### src/sv/sitda_pkg.sv
// ----------------------------------------------------------------------------
// sitda_pkg
// Shared types, constants and the microprogram for the signed integer to
// decimal text converter.
// ----------------------------------------------------------------------------
package sitda_pkg;

    localparam int BIN_W      = 32;
    localparam int NUM_DIGITS = 10;
    localparam int BCD_W      = 4 * NUM_DIGITS;
    localparam int CNT_W      = $clog2(BIN_W + 1);
    localparam int DCNT_W     = $clog2(NUM_DIGITS + 1);
    localparam int CHAR_W     = 7;
    localparam int PC_W       = 3;

    localparam logic [CHAR_W-1:0] CHAR_ZERO  = 7'd48;
    localparam logic [CHAR_W-1:0] CHAR_MINUS = 7'd45;

    // Datapath operations selected by a control word.
    localparam logic [2:0] OP_NOP    = 3'd0;
    localparam logic [2:0] OP_IDLE   = 3'd1;
    localparam logic [2:0] OP_DABBLE = 3'd2;
    localparam logic [2:0] OP_SKIPZ  = 3'd3;
    localparam logic [2:0] OP_SIGN   = 3'd4;
    localparam logic [2:0] OP_DIGIT  = 3'd5;

    // Sequencing conditions.
    localparam logic [1:0] CND_NEXT = 2'd0;
    localparam logic [1:0] CND_LOOP = 2'd1;
    localparam logic [1:0] CND_JUMP = 2'd2;

    // Step addresses of the microprogram.
    localparam logic [PC_W-1:0] STEP_IDLE   = 3'd0;
    localparam logic [PC_W-1:0] STEP_DABBLE = 3'd1;
    localparam logic [PC_W-1:0] STEP_SKIPZ  = 3'd2;
    localparam logic [PC_W-1:0] STEP_SIGN   = 3'd3;
    localparam logic [PC_W-1:0] STEP_DIGIT  = 3'd4;
    localparam logic [PC_W-1:0] STEP_DONE   = 3'd5;

    typedef struct packed {
        logic [2:0]      op;
        logic [1:0]      cond;
        logic [PC_W-1:0] target;
    } t_ctrl;

    typedef struct packed {
        logic hold;
        logic again;
    } t_stat;

    function automatic t_ctrl ucode_word(input logic [PC_W-1:0] pc);
        t_ctrl w;
        unique case (pc)
            STEP_IDLE:   w = '{op: OP_IDLE,   cond: CND_NEXT, target: STEP_IDLE};
            STEP_DABBLE: w = '{op: OP_DABBLE, cond: CND_LOOP, target: STEP_DABBLE};
            STEP_SKIPZ:  w = '{op: OP_SKIPZ,  cond: CND_LOOP, target: STEP_SKIPZ};
            STEP_SIGN:   w = '{op: OP_SIGN,   cond: CND_NEXT, target: STEP_IDLE};
            STEP_DIGIT:  w = '{op: OP_DIGIT,  cond: CND_LOOP, target: STEP_DIGIT};
            STEP_DONE:   w = '{op: OP_NOP,    cond: CND_JUMP, target: STEP_IDLE};
            default:     w = '{op: OP_NOP,    cond: CND_JUMP, target: STEP_IDLE};
        endcase
        return w;
    endfunction

endpackage

### src/sv/signed_int_to_decimal_ascii.sv
// ----------------------------------------------------------------------------
// signed_int_to_decimal_ascii
// Converts a signed 32-bit integer to its decimal ASCII text, one character
// per output word, most significant first, with the last character flagged.
// ----------------------------------------------------------------------------
// Each item passes through one load step, 32 shift-and-add-3 steps,
// leading-zero removal, the sign step, one step per digit and one return step
// to idle; the sign and digit steps hold while the output is stalled, and no
// new item is taken until the block is back in idle. Synchronous active-low
// reset returns the step counter to idle and empties the output register.
module signed_int_to_decimal_ascii
    import sitda_pkg::*;
(
    input  logic                    i_clk,
    input  logic                    i_rst_n,
    input  logic                    i_valid,
    input  logic signed [BIN_W-1:0] i_value,
    output logic                    o_stall,
    output logic                    o_valid,
    output logic [CHAR_W-1:0]       o_text_char,
    output logic                    o_is_last,
    input  logic                    i_stall
);

    t_ctrl w_ctrl;
    t_stat w_stat;

    sitda_seq u_seq (
        .i_clk   (i_clk),
        .i_rst_n (i_rst_n),
        .i_stat  (w_stat),
        .o_ctrl  (w_ctrl)
    );

    sitda_dp u_dp (
        .i_clk       (i_clk),
        .i_rst_n     (i_rst_n),
        .i_ctrl      (w_ctrl),
        .i_valid     (i_valid),
        .i_value     (i_value),
        .i_stall     (i_stall),
        .o_stat      (w_stat),
        .o_valid     (o_valid),
        .o_text_char (o_text_char),
        .o_is_last   (o_is_last)
    );

    // A new word is taken only while the sequencer waits in its idle step.
    assign o_stall = (w_ctrl.op != OP_IDLE);

    // Once a word is taken the block stays busy for the conversion.
    a_busy_after_load: assert property (@(posedge i_clk) disable iff (!i_rst_n)
        (i_valid && !o_stall) |=> o_stall)
        else $error("input taken again right after a load");

    a_char_range: assert property (@(posedge i_clk) disable iff (!i_rst_n)
        o_valid |-> (o_text_char == CHAR_MINUS) ||
                    ((o_text_char >= CHAR_ZERO) && (o_text_char <= CHAR_ZERO + 7'd9)))
        else $error("output character is neither a sign nor a digit");

    a_sign_not_last: assert property (@(posedge i_clk) disable iff (!i_rst_n)
        (o_valid && (o_text_char == CHAR_MINUS)) |-> !o_is_last)
        else $error("minus sign flagged as last character");

    // The sign and all digits are emitted before the block returns to idle.
    a_no_load_while_pending: assert property (@(posedge i_clk) disable iff (!i_rst_n)
        (w_ctrl.op == OP_IDLE) && o_valid |-> o_is_last)
        else $error("idle while a non-final character is pending");

endmodule

### src/sv/sitda_seq.sv
// ----------------------------------------------------------------------------
// sitda_seq
// Step counter and microprogram store. Picks the next step from the control
// word's condition and the status reported by the datapath.
// ----------------------------------------------------------------------------
module sitda_seq
    import sitda_pkg::*;
(
    input  logic  i_clk,
    input  logic  i_rst_n,
    input  t_stat i_stat,
    output t_ctrl o_ctrl
);

    logic [PC_W-1:0] r_pc;
    logic [PC_W-1:0] n_pc;
    t_ctrl           w_ctrl;

    assign w_ctrl = ucode_word(r_pc);
    assign o_ctrl = w_ctrl;

    always_comb begin
        n_pc = r_pc;
        if (!i_stat.hold) begin
            unique case (w_ctrl.cond)
                CND_NEXT: n_pc = r_pc + 1'b1;
                CND_LOOP: n_pc = i_stat.again ? w_ctrl.target : r_pc + 1'b1;
                CND_JUMP: n_pc = w_ctrl.target;
                default:  n_pc = STEP_IDLE;
            endcase
        end
    end

    always_ff @(posedge i_clk) begin
        if (!i_rst_n) begin
            r_pc <= STEP_IDLE;
        end else begin
            r_pc <= n_pc;
        end
    end

endmodule

### src/sv/sitda_dp.sv
// ----------------------------------------------------------------------------
// sitda_dp
// Datapath: magnitude register, BCD accumulator for shift-and-add-3
// conversion, digit counter and the output word register.
// ----------------------------------------------------------------------------
module sitda_dp
    import sitda_pkg::*;
(
    input  logic                     i_clk,
    input  logic                     i_rst_n,
    input  t_ctrl                    i_ctrl,
    input  logic                     i_valid,
    input  logic signed [BIN_W-1:0]  i_value,
    input  logic                     i_stall,
    output t_stat                    o_stat,
    output logic                     o_valid,
    output logic [CHAR_W-1:0]        o_text_char,
    output logic                     o_is_last
);

    logic [BIN_W-1:0]  r_bin;
    logic [BCD_W-1:0]  r_bcd;
    logic              r_neg;
    logic [CNT_W-1:0]  r_cnt;
    logic [DCNT_W-1:0] r_dcnt;
    logic              r_out_valid;
    logic [CHAR_W-1:0] r_out_char;
    logic              r_out_last;

    logic [BIN_W-1:0]  w_word;
    logic [BCD_W-1:0]  w_adj;
    logic [3:0]        w_top;
    logic              w_out_free;
    logic              w_emit;
    logic [CHAR_W-1:0] w_emit_char;
    logic              w_emit_last;
    logic              w_skip;

    assign w_word     = $unsigned(i_value);
    assign w_top      = r_bcd[BCD_W-1 -: 4];
    assign w_out_free = !r_out_valid || !i_stall;
    assign w_skip     = (w_top == 4'd0) && (r_dcnt != DCNT_W'(1));

    // Each BCD digit of five or more gets three added before the shift.
    always_comb begin
        for (int i = 0; i < NUM_DIGITS; i++) begin
            w_adj[4*i +: 4] = (r_bcd[4*i +: 4] >= 4'd5) ? r_bcd[4*i +: 4] + 4'd3
                                                        : r_bcd[4*i +: 4];
        end
    end

    always_comb begin
        o_stat      = '{hold: 1'b0, again: 1'b0};
        w_emit      = 1'b0;
        w_emit_char = CHAR_ZERO + {3'b000, w_top};
        w_emit_last = (r_dcnt == DCNT_W'(1));
        unique case (i_ctrl.op)
            OP_IDLE: begin
                o_stat.hold = !i_valid;
            end
            OP_DABBLE: begin
                o_stat.again = (r_cnt != CNT_W'(1));
            end
            OP_SKIPZ: begin
                o_stat.again = w_skip;
            end
            OP_SIGN: begin
                o_stat.hold = r_neg && !w_out_free;
                w_emit      = r_neg && w_out_free;
                w_emit_char = CHAR_MINUS;
                w_emit_last = 1'b0;
            end
            OP_DIGIT: begin
                o_stat.hold  = !w_out_free;
                o_stat.again = (r_dcnt != DCNT_W'(1));
                w_emit       = w_out_free;
            end
            default: begin
                o_stat = '{hold: 1'b0, again: 1'b0};
            end
        endcase
    end

    always_ff @(posedge i_clk) begin
        unique case (i_ctrl.op)
            OP_IDLE: begin
                if (i_valid) begin
                    r_neg  <= w_word[BIN_W-1];
                    // The most negative value negates to itself, which is
                    // exactly its magnitude when read as unsigned.
                    r_bin  <= w_word[BIN_W-1] ? (BIN_W'(0) - w_word) : w_word;
                    r_bcd  <= '0;
                    r_cnt  <= CNT_W'(BIN_W);
                    r_dcnt <= DCNT_W'(NUM_DIGITS);
                end
            end
            OP_DABBLE: begin
                r_bcd <= {w_adj[BCD_W-2:0], r_bin[BIN_W-1]};
                r_bin <= {r_bin[BIN_W-2:0], 1'b0};
                r_cnt <= r_cnt - 1'b1;
            end
            OP_SKIPZ: begin
                if (w_skip) begin
                    r_bcd  <= {r_bcd[BCD_W-5:0], 4'd0};
                    r_dcnt <= r_dcnt - 1'b1;
                end
            end
            OP_DIGIT: begin
                if (w_out_free) begin
                    r_bcd  <= {r_bcd[BCD_W-5:0], 4'd0};
                    r_dcnt <= r_dcnt - 1'b1;
                end
            end
            default: begin
                r_bcd <= r_bcd;
            end
        endcase
    end

    always_ff @(posedge i_clk) begin
        if (!i_rst_n) begin
            r_out_valid <= 1'b0;
        end else if (w_emit) begin
            r_out_valid <= 1'b1;
        end else if (!i_stall) begin
            r_out_valid <= 1'b0;
        end
    end

    always_ff @(posedge i_clk) begin
        if (w_emit) begin
            r_out_char <= w_emit_char;
            r_out_last <= w_emit_last;
        end
    end

    assign o_valid     = r_out_valid;
    assign o_text_char = r_out_char;
    assign o_is_last   = r_out_last;

endmodule
### config.mk
export PLATFORM = sky130hd
export DESIGN_NAME = signed_int_to_decimal_ascii
export DESIGN_NICKNAME = d
export VERILOG_FILES = /design/src/sv/sitda_pkg.sv /design/src/sv/signed_int_to_decimal_ascii.sv /design/src/sv/sitda_seq.sv /design/src/sv/sitda_dp.sv
export SDC_FILE = /design/constraint.sdc
export NUM_CORES = 1
export LEC_CHECK = 0
export CORE_ASPECT_RATIO = 1.5
export CORE_UTILIZATION = 55
export CTS_CLUSTER_SIZE = 28
export DETAILED_ROUTE_END_ITERATION = 7
export DONT_BUFFER_PORTS = 1
export PLACE_DENSITY = 0.7
export REMOVE_ABC_BUFFERS = 1
export SLEW_MARGIN = 10
export SYNTH_ARGS = -nofsm -noshare
export SYNTH_HDL_FRONTEND = slang
export SYNTH_HIERARCHICAL = 1
export SYNTH_SLANG_ARGS = --single-unit
### constraint.sdc
create_clock -name i_clk -period 7.6 [get_ports i_clk]
set_clock_uncertainty 0.2 [all_clocks]
set_input_delay 0.76 -clock i_clk [delete_from_list [all_inputs] [get_ports i_clk]]
set_output_delay 0.76 -clock i_clk [all_outputs]
set_load 0.05 [all_outputs]
==> flow_summary.json <==
{
  "cp_cell_sequence": "inv_1 > ha_1 > nor2b_1 > or2_1 > nor2b_1 > o21a_1 > nand3_1 > o21ai_0 > inv_1 > a21oi_1 > a211oi_1 > o311a_1",
  "run_status": "finished clean",
  "cts.repair.resized": 0,
  "vias": 4119,
  "ant_nets": 0,
  "ctsHoldBuffers": 0,
  "cts.htree.levels": 3,
  "final.period_utilization": 0.4849,
  "internal-power_w": 0.001588,
  "clockRootBuffer": "clkbuf_16",
  "die_x_um": 85.63,
  "ys_warn_count": 6,
  "placement_rows": 45,
  "final_util": 0.6041,
  "antenna_violations_before_repair": 0,
  "design.portCount": 46,
  "crit_path_max_fanout": 25,
  "hold_path_startpoint": "u_dp/r_bin[30]$_DFFE_PP_",
  "syn_area_um2": 5769,
  "comb_power_share": 0.406,
  "power.net_switching_w": 0.001032,
  "wl_per_cell_um": 15.96,
  "die_area_um2": 10910,
  "timing.fmax_ghz": 0.2713,
  "kind_of_cell_adding_the_most_delay_to_the_critical_path": "compound AO/OA/AOI/OAI gates",
  "finalMaxSlewViolations": 0,
  "via_count_of_the_first_global_routing_pass": 4227,
  "crit_slowest_cell": "o21a_1",
  "globalRoute.totalOverflow": 0,
  "crit_path_max_incr_delay_ns": 0.74,
  "starting_density": 0.5693,
  "tritoncts": "yes",
  "critical_setup_path_kind": "reg -> reg",
  "first_pass_grt_wire_length_mm": 18.34,
  "worst_setup_path_end_kind": "flip-flop",
  "switching_share": 0.3939,
  "floorplan.core_area_um2": 10130,
  "worstHoldPathType": "reg -> reg",
  "critPathBufInv": 2,
  "per_cell_via_count_in_the_routed_design": 6.013,
  "post-cts-setup-buffer-count": 0,
  "dpl.hpwl_mm": 7.549,
  "share_clk_of_total_power": 0.167,
  "worst_r2r_startpoint": "u_seq/r_pc[0]$_SDFFE_PN0N_",
  "crit_required_ns": 7.62,
  "worst-endpoint-arrival_ns": 3.71,
  "clock_insertion_delay_worst_skew_ns": 0.34,
  "timing.final.crit_period_ns": 3.686,
  "layout.cells.most_common_list": "edfxtp_1, o21ai_0, nand2_1, a21oi_1, nor2_1",
  "layout_cells_sized_above_1": 0.06690,
  "rsz0062_at_grt": "no",
  "tritoncts_buffer_count": 9,
  "share_seq_of_total_power": 0.428,
  "nFillCells": 845,
  "path_depth": 12,
  "floorplan.die.height_um": 127.4,
  "detail_route.first_pass.iterations": 4,
  "timing_hold_violations_final": 0,
  "totalNegativeSetupSlack_ns": 0,
  "regToRegSetupSlack_ns": 3.91,
  "grt_start_max_net_pins": 70,
  "mostFrequentLayoutCell": "edfxtp_1",
  "timing.max_cap.violations": 0,
  "num_antenna_cells": 0,
  "timing.slew.headroom": 0.4012,
  "irDropWorstVdd_mv": 0.2198,
  "timing.hold.worst_endpoint": "u_dp/r_bin[31]$_DFFE_PP_",
  "area_growth_pct": 6.116,
  "worstSetupStartpointType": "flip-flop",
  "transition_time_at_the_pin_with_the_least_slew_margin_ns": 0.8982,
  "timing.rr.end": "u_seq/r_pc[0]$_SDFFE_PN0N_",
  "gpl.final_weighted_congestion": 0.8036,
  "syn_avg_cell_area_um2": 10.05,
  "setup_violations": 0,
  "drc": 0,
  "clk_transition_reported_paths_ns": 0.06,
  "worst_reg2reg_path_depth": 12,
  "port_buffers": 0,
  "grt_usage": 0.2113,
  "clock_sink_count": 93,
  "min_path_cells": 2,
  "cts.path.max_buffers": 2,
  "power-per-cell-area_nw_per_um2": 427.9,
  "drt_iter0_drc": 178,
  "wirelength_mm": 10.93,
  "power_leakage_nw": 2.176,
  "syn-instance-count": 574,
  "num-nets-final": 629
}
[power groups by stage]
stage | sequential [W] | clock, W | combinational [W]
after floorplan | 0.00108 | 0 | 0.000836
after global placement | 0.00112 | 0 | 0.00102
after detailed placement | 0.00113 | 0 | 0.00107
after CTS | 0.00112 | 0.000449 | 0.00107
after global routing | 0.00115 | 0.000464 | 0.00120
final | 0.00112 | 0.000436 | 0.00106
[metal layers]
metal | up-vias | track usage | wire [µm]
met4 | 0 | 0.08431 | 197
met1 | 1979 | 0.2367 | 4572
li1 | 2061 | - | -
met3 | 19 | 0.04651 | 336
met5 | - | 0 | 0
met2 | 60 | 0.3849 | 5827
[worst max path at each step]
| stage | start | to | slack [ns] |
|---|---|---|---|
| after CTS | u_seq/r_pc[0]$_SDFFE_PN0N_ | u_seq/r_pc[0]$_SDFFE_PN0N_ | 3.91 |
| after floorplan | u_seq/r_pc[0]$_SDFFE_PN0N_ | u_seq/r_pc[1]$_SDFFE_PN0N_ | 3.97 |
| final | u_seq/r_pc[0]$_SDFFE_PN0N_ | u_seq/r_pc[0]$_SDFFE_PN0N_ | 3.91 |
| after global routing | u_seq/r_pc[0]$_SDFFE_PN0N_ | u_seq/r_pc[0]$_SDFFE_PN0N_ | 3.57 |
| after global placement | u_seq/r_pc[0]$_SDFFE_PN0N_ | u_seq/r_pc[0]$_SDFFE_PN0N_ | 4.23 |
| after detailed placement | u_seq/r_pc[0]$_SDFFE_PN0N_ | u_seq/r_pc[0]$_SDFFE_PN0N_ | 3.94 |
[registers in the layout (all words and copies together) (netlist names)]
signal            count
u_dp/o_is_last        1
u_dp/o_text_char      5
u_dp/o_valid          1
u_dp/r_bcd           40
u_dp/r_bin           32
u_dp/r_cnt            6
u_dp/r_dcnt           4
u_dp/r_neg            1
u_seq/r_pc            3
[layout make-up]
cell class	count	area, µm²	share of cell area
sequential	93	2753	0.4496
timing repair buffer	4	30.03	0.004905
clock inverter	7	66.31	0.01083
tap	117	146.4	0.02391
inverter	35	131.4	0.02146
multi-input combinational	420	2770	0.4525
clock buffer	9	225.2	0.03679
[tightest hold or removal path: stages, from the launching register on]
cell      delay [ns]
edfxtp_1        0.32
nand2_1         0.04
o21ai_0         0.06
[per-stage QoR]
stage / hold WS, ns / instance area (µm²) / total power, W / worst slack, ns / instances
after global routing: 0.3150 / 6122 / 0.002822 / 3.568 / 685
after floorplan: 0.2963 / 5652 / 0.001912 / 3.971 / 548
after CTS: 0.3065 / 6122 / 0.002644 / 3.911 / 685
after global placement: 0.3082 / 5831 / 0.002140 / 4.226 / 669
final: 0.3288 / 6122 / 0.002620 / 3.914 / 685
after detailed placement: 0.3167 / 5831 / 0.002197 / 3.941 / 669
Power figures use the tool's default switching activity.
